[src/rtl/hmd_pkg.sv]
`default_nettype none

package hmd_pkg;

  localparam logic [7:0] CH_CR    = 8'h0D;
  localparam logic [7:0] CH_LF    = 8'h0A;
  localparam logic [7:0] CH_TAB   = 8'h09;
  localparam logic [7:0] CH_VT    = 8'h0B;
  localparam logic [7:0] CH_FF    = 8'h0C;
  localparam logic [7:0] CH_SPACE = 8'h20;
  localparam logic [7:0] CH_PLUS  = 8'h2B;
  localparam logic [7:0] CH_MINUS = 8'h2D;
  localparam logic [7:0] CH_COLON = 8'h3A;
  localparam logic [7:0] CH_ZERO  = 8'h30;
  localparam logic [7:0] CH_NINE  = 8'h39;
  localparam logic [7:0] CH_UPPER_C = 8'h43;

  // "Content-Length"
  localparam logic [3:0] KW_LEN = 4'd14;

  // last three bytes before the final LF of CR LF CR LF
  localparam logic [23:0] HDR_END_TAIL   = 24'h0D0A0D;
  // last four bytes before the final LF of '0' CR LF CR LF
  localparam logic [31:0] CHUNK_END_TAIL = 32'h300D0A0D;

  localparam logic [31:0] REM_MAX = 32'hFFFF_FFFF;

  typedef enum logic [1:0] {
    NUM_SKIP,
    NUM_SIGN,
    NUM_DIGITS,
    NUM_DONE
  } num_phase_t;

  typedef struct packed {
    logic [7:0] data_byte;
  } in_item_t;

  typedef struct packed {
    logic [7:0]  byte_out;
    logic        in_body;
    logic        header_end;
    logic        message_end;
    logic        chunked_mode;
    logic [31:0] body_remaining;
  } out_item_t;

  // length event raised at the CR of a Content-Length line
  typedef struct packed {
    logic wr;
    logic known;
  } len_upd_t;

  function automatic logic [7:0] kw_char(input logic [3:0] idx);
    logic [7:0] c;
    unique case (idx)
      4'd0:    c = 8'h43; // C
      4'd1:    c = 8'h6F; // o
      4'd2:    c = 8'h6E; // n
      4'd3:    c = 8'h74; // t
      4'd4:    c = 8'h65; // e
      4'd5:    c = 8'h6E; // n
      4'd6:    c = 8'h74; // t
      4'd7:    c = 8'h2D; // -
      4'd8:    c = 8'h4C; // L
      4'd9:    c = 8'h65; // e
      4'd10:   c = 8'h6E; // n
      4'd11:   c = 8'h67; // g
      4'd12:   c = 8'h74; // t
      4'd13:   c = 8'h68; // h
      default: c = 8'h00;
    endcase
    return c;
  endfunction

  function automatic logic is_space(input logic [7:0] b);
    return (b == CH_SPACE) || (b == CH_TAB) || (b == CH_LF) || (b == CH_VT) ||
           (b == CH_FF) || (b == CH_CR);
  endfunction

endpackage

`default_nettype wire

[src/rtl/hmd_line_parser.sv]
`default_nettype none

// Per-line header scan: keyword match, first colon, atoi-style number.
module hmd_line_parser #(
  parameter int LENGTH_BITS = 32
) (
  input  wire logic                   clk,
  input  wire logic                   rst_n,
  input  wire logic                   step,
  input  wire logic                   clear,
  input  wire logic [7:0]             data_byte,
  output hmd_pkg::len_upd_t           len_upd,
  output logic [LENGTH_BITS-1:0]      len_value
);

  localparam int PW = LENGTH_BITS + 4;

  logic [3:0]             kw_prog_r, kw_prog_nxt;
  logic                   kw_seen_r, kw_seen_nxt;
  logic                   colon_r, colon_nxt;
  hmd_pkg::num_phase_t    phase_r, phase_nxt;
  logic                   neg_r, neg_nxt;
  logic [LENGTH_BITS-1:0] val_r, val_nxt;

  logic                   is_dig;
  logic [3:0]             digit;
  logic [LENGTH_BITS-1:0] acc_base;
  logic [PW-1:0]          acc_prod;
  logic [LENGTH_BITS-1:0] acc_val;
  logic                   neg_value;

  assign is_dig = (data_byte >= hmd_pkg::CH_ZERO) && (data_byte <= hmd_pkg::CH_NINE);
  assign digit  = 4'(data_byte - hmd_pkg::CH_ZERO);

  // v*10 + d; overflow past LENGTH_BITS saturates
  assign acc_base = (phase_r == hmd_pkg::NUM_SKIP) ? '0 : val_r;
  assign acc_prod = ({4'b0, acc_base} << 3) + ({4'b0, acc_base} << 1) + PW'(digit);
  assign acc_val  = (acc_prod[PW-1:LENGTH_BITS] != 4'b0) ? '1 : acc_prod[LENGTH_BITS-1:0];

  assign neg_value     = neg_r && (val_r != '0);
  assign len_upd.wr    = step && (data_byte == hmd_pkg::CH_CR) && kw_seen_r && colon_r;
  assign len_upd.known = !neg_value;
  assign len_value     = neg_value ? '0 : val_r;

  always_comb begin
    kw_prog_nxt = kw_prog_r;
    kw_seen_nxt = kw_seen_r;
    colon_nxt   = colon_r;
    phase_nxt   = phase_r;
    neg_nxt     = neg_r;
    val_nxt     = val_r;
    if (clear || (step && (data_byte == hmd_pkg::CH_LF))) begin
      kw_prog_nxt = '0;
      kw_seen_nxt = 1'b0;
      colon_nxt   = 1'b0;
      phase_nxt   = hmd_pkg::NUM_SKIP;
      neg_nxt     = 1'b0;
      val_nxt     = '0;
    end else if (step) begin
      if (!kw_seen_r) begin
        if ((kw_prog_r < hmd_pkg::KW_LEN) && (data_byte == hmd_pkg::kw_char(kw_prog_r))) begin
          if (kw_prog_r == hmd_pkg::KW_LEN - 4'd1) begin
            kw_seen_nxt = 1'b1;
            kw_prog_nxt = '0;
          end else begin
            kw_prog_nxt = kw_prog_r + 4'd1;
          end
        end else begin
          kw_prog_nxt = (data_byte == hmd_pkg::CH_UPPER_C) ? 4'd1 : 4'd0;
        end
      end
      if (!colon_r) begin
        if (data_byte == hmd_pkg::CH_COLON) begin
          colon_nxt = 1'b1;
          phase_nxt = hmd_pkg::NUM_SKIP;
          neg_nxt   = 1'b0;
          val_nxt   = '0;
        end
      end else begin
        unique case (phase_r)
          hmd_pkg::NUM_SKIP: begin
            priority if (hmd_pkg::is_space(data_byte)) begin
              phase_nxt = hmd_pkg::NUM_SKIP;
            end else if (data_byte == hmd_pkg::CH_PLUS) begin
              phase_nxt = hmd_pkg::NUM_SIGN;
            end else if (data_byte == hmd_pkg::CH_MINUS) begin
              neg_nxt   = 1'b1;
              phase_nxt = hmd_pkg::NUM_SIGN;
            end else if (is_dig) begin
              val_nxt   = acc_val;
              phase_nxt = hmd_pkg::NUM_DIGITS;
            end else begin
              phase_nxt = hmd_pkg::NUM_DONE;
            end
          end
          hmd_pkg::NUM_SIGN, hmd_pkg::NUM_DIGITS: begin
            if (is_dig) begin
              val_nxt   = acc_val;
              phase_nxt = hmd_pkg::NUM_DIGITS;
            end else begin
              phase_nxt = hmd_pkg::NUM_DONE;
            end
          end
          hmd_pkg::NUM_DONE: begin
            phase_nxt = hmd_pkg::NUM_DONE;
          end
          default: begin
            phase_nxt = hmd_pkg::NUM_DONE;
          end
        endcase
      end
    end
  end

  always_ff @(posedge clk) begin
    if (!rst_n) begin
      kw_prog_r <= '0;
      kw_seen_r <= 1'b0;
      colon_r   <= 1'b0;
      phase_r   <= hmd_pkg::NUM_SKIP;
      neg_r     <= 1'b0;
      val_r     <= '0;
    end else begin
      kw_prog_r <= kw_prog_nxt;
      kw_seen_r <= kw_seen_nxt;
      colon_r   <= colon_nxt;
      phase_r   <= phase_nxt;
      neg_r     <= neg_nxt;
      val_r     <= val_nxt;
    end
  end

endmodule

`default_nettype wire

[src/rtl/hmd_framer.sv]
`default_nettype none

// Message-level framing state and per-byte result.
module hmd_framer #(
  parameter int LENGTH_BITS = 32
) (
  input  wire logic          clk,
  input  wire logic          rst_n,
  input  wire logic          step,
  input  wire logic [7:0]    data_byte,
  output hmd_pkg::out_item_t result
);

  localparam int OW = (LENGTH_BITS > 32) ? LENGTH_BITS : 32;

  logic [31:0]            recent_r, recent_nxt;
  logic [2:0]             seen_r, seen_nxt;
  logic                   hdr_done_r, hdr_done_nxt;
  logic                   chunked_r, chunked_nxt;
  logic                   len_known_r, len_known_nxt;
  logic [LENGTH_BITS-1:0] len_left_r, len_left_nxt;

  hmd_pkg::len_upd_t      len_upd;
  logic [LENGTH_BITS-1:0] len_value;
  logic                   parse_step;
  logic                   msg_end;
  logic                   hdr_end;
  logic [LENGTH_BITS-1:0] left_dec;
  logic [LENGTH_BITS-1:0] rem_src;

  assign parse_step = step && !hdr_done_r;

  hmd_line_parser #(
    .LENGTH_BITS(LENGTH_BITS)
  ) u_line_parser (
    .clk       (clk),
    .rst_n     (rst_n),
    .step      (parse_step),
    .clear     (step && msg_end),
    .data_byte (data_byte),
    .len_upd   (len_upd),
    .len_value (len_value)
  );

  function automatic logic [31:0] sat32(input logic [LENGTH_BITS-1:0] v);
    logic [OW-1:0] ext;
    ext = OW'(v);
    return (ext > OW'(hmd_pkg::REM_MAX)) ? hmd_pkg::REM_MAX : ext[31:0];
  endfunction

  assign hdr_end = !hdr_done_r && (seen_r >= 3'd3) && (data_byte == hmd_pkg::CH_LF) &&
                   (recent_r[23:0] == hmd_pkg::HDR_END_TAIL);
  assign left_dec = (len_left_r != '0) ? len_left_r - LENGTH_BITS'(1) : '0;
  assign rem_src  = hdr_end ? len_left_r : left_dec;

  always_comb begin
    result.byte_out       = data_byte;
    result.in_body        = hdr_done_r;
    result.header_end     = hdr_end;
    result.message_end    = 1'b0;
    result.chunked_mode   = 1'b0;
    result.body_remaining = '0;
    if (hdr_end) begin
      if (len_known_r) begin
        result.body_remaining = sat32(rem_src);
        result.message_end    = (len_left_r == '0);
      end else begin
        result.chunked_mode = 1'b1;
      end
    end else if (hdr_done_r) begin
      if (!chunked_r) begin
        result.body_remaining = sat32(rem_src);
        result.message_end    = (left_dec == '0);
      end else begin
        result.chunked_mode = 1'b1;
        result.message_end  = (seen_r >= 3'd4) && (data_byte == hmd_pkg::CH_LF) &&
                              (recent_r == hmd_pkg::CHUNK_END_TAIL);
      end
    end
  end

  assign msg_end = result.message_end;

  always_comb begin
    recent_nxt    = recent_r;
    seen_nxt      = seen_r;
    hdr_done_nxt  = hdr_done_r;
    chunked_nxt   = chunked_r;
    len_known_nxt = len_known_r;
    len_left_nxt  = len_left_r;
    if (step) begin
      if (msg_end) begin
        recent_nxt    = '0;
        seen_nxt      = '0;
        hdr_done_nxt  = 1'b0;
        chunked_nxt   = 1'b0;
        len_known_nxt = 1'b0;
        len_left_nxt  = '0;
      end else begin
        recent_nxt = {recent_r[23:0], data_byte};
        seen_nxt   = (seen_r != 3'd7) ? seen_r + 3'd1 : seen_r;
        if (len_upd.wr) begin
          len_known_nxt = len_upd.known;
          len_left_nxt  = len_value;
        end
        if (hdr_end) begin
          hdr_done_nxt = 1'b1;
          chunked_nxt  = !len_known_r;
        end else if (hdr_done_r && !chunked_r) begin
          len_left_nxt = left_dec;
        end
      end
    end
  end

  always_ff @(posedge clk) begin
    if (!rst_n) begin
      recent_r    <= '0;
      seen_r      <= '0;
      hdr_done_r  <= 1'b0;
      chunked_r   <= 1'b0;
      len_known_r <= 1'b0;
      len_left_r  <= '0;
    end else begin
      recent_r    <= recent_nxt;
      seen_r      <= seen_nxt;
      hdr_done_r  <= hdr_done_nxt;
      chunked_r   <= chunked_nxt;
      len_known_r <= len_known_nxt;
      len_left_r  <= len_left_nxt;
    end
  end

endmodule

`default_nettype wire

[config.mk]
export PLATFORM = sky130hd
export DESIGN_NAME = hmd_framer
export DESIGN_NICKNAME = d
export VERILOG_FILES = /design/src/rtl/hmd_pkg.sv /design/src/rtl/hmd_line_parser.sv /design/src/rtl/hmd_framer.sv
export SDC_FILE = /design/constraint.sdc
export NUM_CORES = 1
export LEC_CHECK = 0
export ABC_AREA = 1
export BUFFER_PORTS_ARGS = -buffer_cell sky130_fd_sc_hd__buf_2
export CORE_MARGIN = 3
export CORE_UTILIZATION = 39
export DETAILED_ROUTE_END_ITERATION = 10
export GPL_TIMING_DRIVEN = 0
export SYNTH_ARGS = -nofsm -noshare
export SYNTH_HDL_FRONTEND = slang
export SYNTH_HIERARCHICAL = 1
export SYNTH_SLANG_ARGS = --single-unit
[constraint.sdc]
create_clock -name clk -period 6.5 [get_ports clk]
set_clock_uncertainty 0.2 [all_clocks]
set_input_delay 1.3 -clock clk [delete_from_list [all_inputs] [get_ports clk]]
set_output_delay 1.3 -clock clk [all_outputs]
set_load 0.03 [all_outputs]
[Yosys cells after proc, flatten, opt, wreduce, memory -nomap -nowiden]
Memory sizes are Yosys's and may differ from the RTL's. A register that Yosys moved wholly into a read port is not among the register bits.
Index checks and enable logic that the tools add are counted.
Operators by class
  add/sub/neg operators: 6
  order comparisons: 6
  equality and inequality tests: 26
  mux-type cells: 60
  bitwise operators: 2
  reduce and logical (&&, ||, !) cells: 44
Operators by type and width (count)
  32-bit two-way mux: 19
  34-bit two-way mux: 2
  32-bit logical NOT: 2
  32-bit case mux with 2 select lines: 1
  32-bit nonzero test: 2
  8-bit by 4-bit == test with 1-bit output, second input constant: 5
  35-bit by 33-bit adder with 36-bit output: 1
  36-bit by 4-bit adder with 36-bit output: 1
  32-bit by 30-bit == test with 1-bit output, second input constant: 1
  8-bit by 6-bit == test with 1-bit output, second input constant: 4
  32-bit > comparator, second input constant: 1
  32-bit by 1-bit subtractor with 32-bit output, second input constant: 1
  24-bit by 20-bit == test with 1-bit output, second input constant: 1
  8-bit two-way mux: 3
  1-bit two-way mux: 23
  4-bit two-way mux: 4
  1-bit logical AND: 15
  3-bit != test, second input constant: 5
  6-bit AND reduction: 2
  2-bit two-way mux: 5
  2-bit AND reduction: 5
  8-bit by 7-bit == test with 1-bit output, second input constant: 1
  8-bit == test: 1
  8-bit by 6-bit greater-or-equal comparator with 1-bit output, second input constant: 1
  20 further kinds: 38
Storage, ports and cells
  register bits: 111
  ROM bits: 112
  input bits: 11
  output and inout port bits: 44
  word-level logic and storage cells: 157
  memories: 1
Memories
  (no name shown): depth 16, bits a word 7, rd ports 1, clocked after memory_dff 1, write ports 0, line hmd_pkg.sv:56  | unique case (idx)

[Longest topological paths before layout]
  depth after elaboration: 18
  depth in mapped cells: 27

[Cells and area by module]
The synthesis kept the hierarchy.
By module, submodules not included
  hmd_line_parser: instances 1, cells an instance 990, area an instance 6204.7 um2, sequential area each 960.9 um2
  hmd_framer: instances 1, cells an instance 843, area an instance 5300.1 um2, sequential area each 1401.3 um2

[Worst setup path after synthesis]
Ideal clock, no wire load.
  kind: input to output
  start: in data_byte[4]
  end: out result[18] in the netlist's numbering
  data arrival time: 3.237 ns
  slack: 1.763 ns
  stages on the path: 10
  cells stage by stage: nor4_1 -> nand4_1 -> a211oi_1 -> and2_1 -> buf_2 -> nand2_1 -> nand2_1 -> clkbuf_1 -> o21ai_0 -> a21oi_1
RTL lines
  start: declaration: line hmd_framer.sv:10  | input wire logic [7:0] data_byte,
  end: declaration: line hmd_framer.sv:11  | output hmd_pkg::out_item_t result

==> results by group <==
Status
  • Status: finished clean

Timing
  • Final worst slack: 0.913 ns
  • Setup Viol. Count Final: 0
  • Period utilization: 86.0%
  • FMAX: 0.179 GHz
  • RSZ-0062 raised after global routing: no
  • Least-Margin Pin Slew: 0.734 ns
  • Slew headroom: 51.0%
  • Final hold vios: 0
  • Fin Setup TNS: 0 ns
  • Final count of pins violating max slew: 0
  • Final min period: 5.59 ns

Worst setup path
  • Critical-path top delay cell: clkbuf_1
  • Crit end category: output pin
  • Startpoint Class: input port
  • CP max stage delay: 0.38 ns
  • Critical Path, Cell by Cell: buf_2 > nor4_1 > nand4_1 > a211oi_1 > and2_1 > buf_2 > nand2_1 > nand2_1 > clkbuf_1 > o21ai_0 > a21oi_1 > buf_2
  • CP max FO: 10
  • Most used cell, CP: buf_2
  • Arr. time, crit path: 4.09 ns
  • Bufs and invs on worst path: 4
  • Top delay family on crit path: simple AND/OR/NAND/NOR gates
  • CP Class: input port to output pin
  • CP Data Required Time: 5.00 ns

GRT
  • Initial antenna violation count: 0
  • Vias in the first global route: 10800
  • GRT overflow: 0
  • First-pass GRT wire length: 55.0 mm
  • Largest net degree at the start of global routing: 17
  • All-Layer GR Usage: 21.6%

Route
  • Metal1 wirelength: 16.5 mm
  • DRC: 0
  • Drt total wl: 34.4 mm
  • Initial drt markers: 729
  • Highest Signal Layer: met4
  • WL met2: 15.5 mm
  • Vias per inst: 5.02
  • Detail Route Antenna Nets: 0
  • WL/cell: 14.9 um
  • Vias: 11600
  • Initial DRT Pass Iterations: 5
  • Met3 WL: 1.57 mm

Finish
  • Final net count: 1994
  • Area Growth Syn to Fin: 11.4%
  • Ant. Diodes: 0
  • Layout cells sized above 1: 16.4%
  • End-of-flow core utilization: 44.4%
  • Most frequent cells in the layout: nand2_1 (454), nor2_1 (274), inv_1 (213), dfxtp_1 (118), nand3_1 (85)
  • Area of the multi-input gates: 7790 um^2
  • Most common cell after layout, fill and taps aside: nand2_1
  • FILL cells: 3155
  • Sequential cell area: 2360 um^2

Floorplan
  • Die Area: 31600 um^2
  • Width of the chip: 178 um
  • Die Y: 178 um
  • # IOs: 55
  • CORE AREA: 28900 um^2
  • Initial core utilization: 39.9%
  • Row count: 62

Yosys
  • Syn_area_per_cell: 6.28 um^2
  • Register bit count reported by yosys: 118
  • Sequential element share of the synthesized area: 20.5%
  • Mapped Area: 11500 um^2
  • Synth Warn #: 6
  • Synth Instances: 1833
  • Top_reg_cell synth: dfxtp_1
  • Cell variety after synth: 54
  • Asr flop ratio synth: 0%
  • Syn nets: 1922
  • EDFF count, synth: 0

Power
  • Pleak: 6.20 nW
  • VDD IR max: 162 uV
  • PwrDens: 155 nW/um^2

Clock network
  • Root Driver: clkbuf_16
  • CTS H-tree depth: 4
  • Clock-pin slew on the worst setup and hold paths: 0.06 ns
  • Clock Sinks: 118
  • Total setup buffers inserted after CTS: 0
  • Clock latency on the worst-skew pair: 0.43 ns
  • CTS tree: yes
  • # resized after CTS: 0
  • TritonCTS buffer count: 17
  • Hold Buf Count CTS: 0
  • Clk buf depth: 2

Place
  • # port buffers: 53
  • GPL Wtd Cong: 0.975
  • Place WS: 0.917 ns
  • Post-DP HPWL: 28.0 mm

Run
  • Max Cap Viol: 0

Min path
  • Hold crit path type: register to register
-- cell type report --
| cell class | instances | share of cell area (%) |
|---|---|---|
| well taps | 384 | 3.75 |
| multi-input cells | 1401 | 60.7 |
| inverters | 236 | 6.92 |
| clock buffers | 18 | 3.35 |
| flip-flops and latches | 118 | 18.4 |
| plain buffers | 78 | 3.66 |
| clock inverters | 14 | 1.09 |
| repair buffers | 53 | 2.07 |
-- kinds of logic (layout without fill, tap and decap cells) --
family,count (synthesis),count (layout),synth area share [%]
AOI/OAI and AO/OA,270,270,14.7
xor gates and xnor gates,25,25,1.90
adders and majority gates,78,78,8.61
buffers and inverters,314,399,11.8
DFF,118,118,20.5
muxes,30,30,2.61
and+or+nand+nor,998,998,39.8
-- state kept, by name, summed over array words and instances (netlist names), 2 cells and up, named ones only --
register / count
recent_r: 32
u_line_parser/val_r: 32
len_left_r: 32
u_line_parser/phase_r: 2
seen_r: 3
u_line_parser/kw_prog_r: 4
-- worst register-to-register path, delay by kind of cell, from the launching register on --
family / cells / cell delay, ns
and+or+nand+nor: 16 / 2.20
AOI/OAI and AO/OA: 1 / 0.18
adders and majority gates: 2 / 0.57
DFF: 1 / 0.31
buffers and inverters: 6 / 0.79
-- per-stage QoR --
step	cells	power (mW)	area, um^2	hold slack, ns
floorplan	1833	0.999	11500	0.240
global placement	2270	1.08	12300	0.248
detailed placement	2270	1.08	12300	0.255
CTS	2302	2.00	12800	0.263
global route	2302	2.07	12800	0.293
finish	2302	1.99	12800	0.263
-- path summary, 6_finish.rpt --
check	startpoint	endpoint	slack [ns]	depth (start not counted)
min	recent_r[30]	recent_r[30]	0.26	2
max reg2reg	len_left_r[0]	register	2.16	25
min reg2reg	recent_r[30]	recent_r[30]	0.26	2
max	data_byte[4]	result[18]	0.91	12
-- power breakdown --
group,internal (mW),switching [mW],leakage (nW),total (mW)
Sequential,0.744,0.0317,0.960,0.775
Combinational,0.0931,0.203,4.98,0.296
Clock,0.534,0.381,0.262,0.915
Total,1.37,0.615,6.20,1.99
-- Yosys cell counts (30+ instances only) --
cell      number  share of area [%]
a21oi_1       84                3.7
a21oi_2       42                3.2
o21ai_0       67                2.9
nand2_1      454                 15
nand2_2       53                2.9
mux2i_1       30                2.6
ha_1          76                8.3
clkbuf_1      38                1.2
nand3_1       85                3.7
nand3_2       50                4.4
nor2_1       274                8.9
dfxtp_1      118                 21
inv_1        213                6.9
-- metal layers --
layer	global-route usage [%]	vias to the layer above
met1	29.8	5191
met5	0	-
met3	2.18	55
met2	35.2	265
li1	-	6049
met4	7.04	0
(Power assumes the default switching activity.)
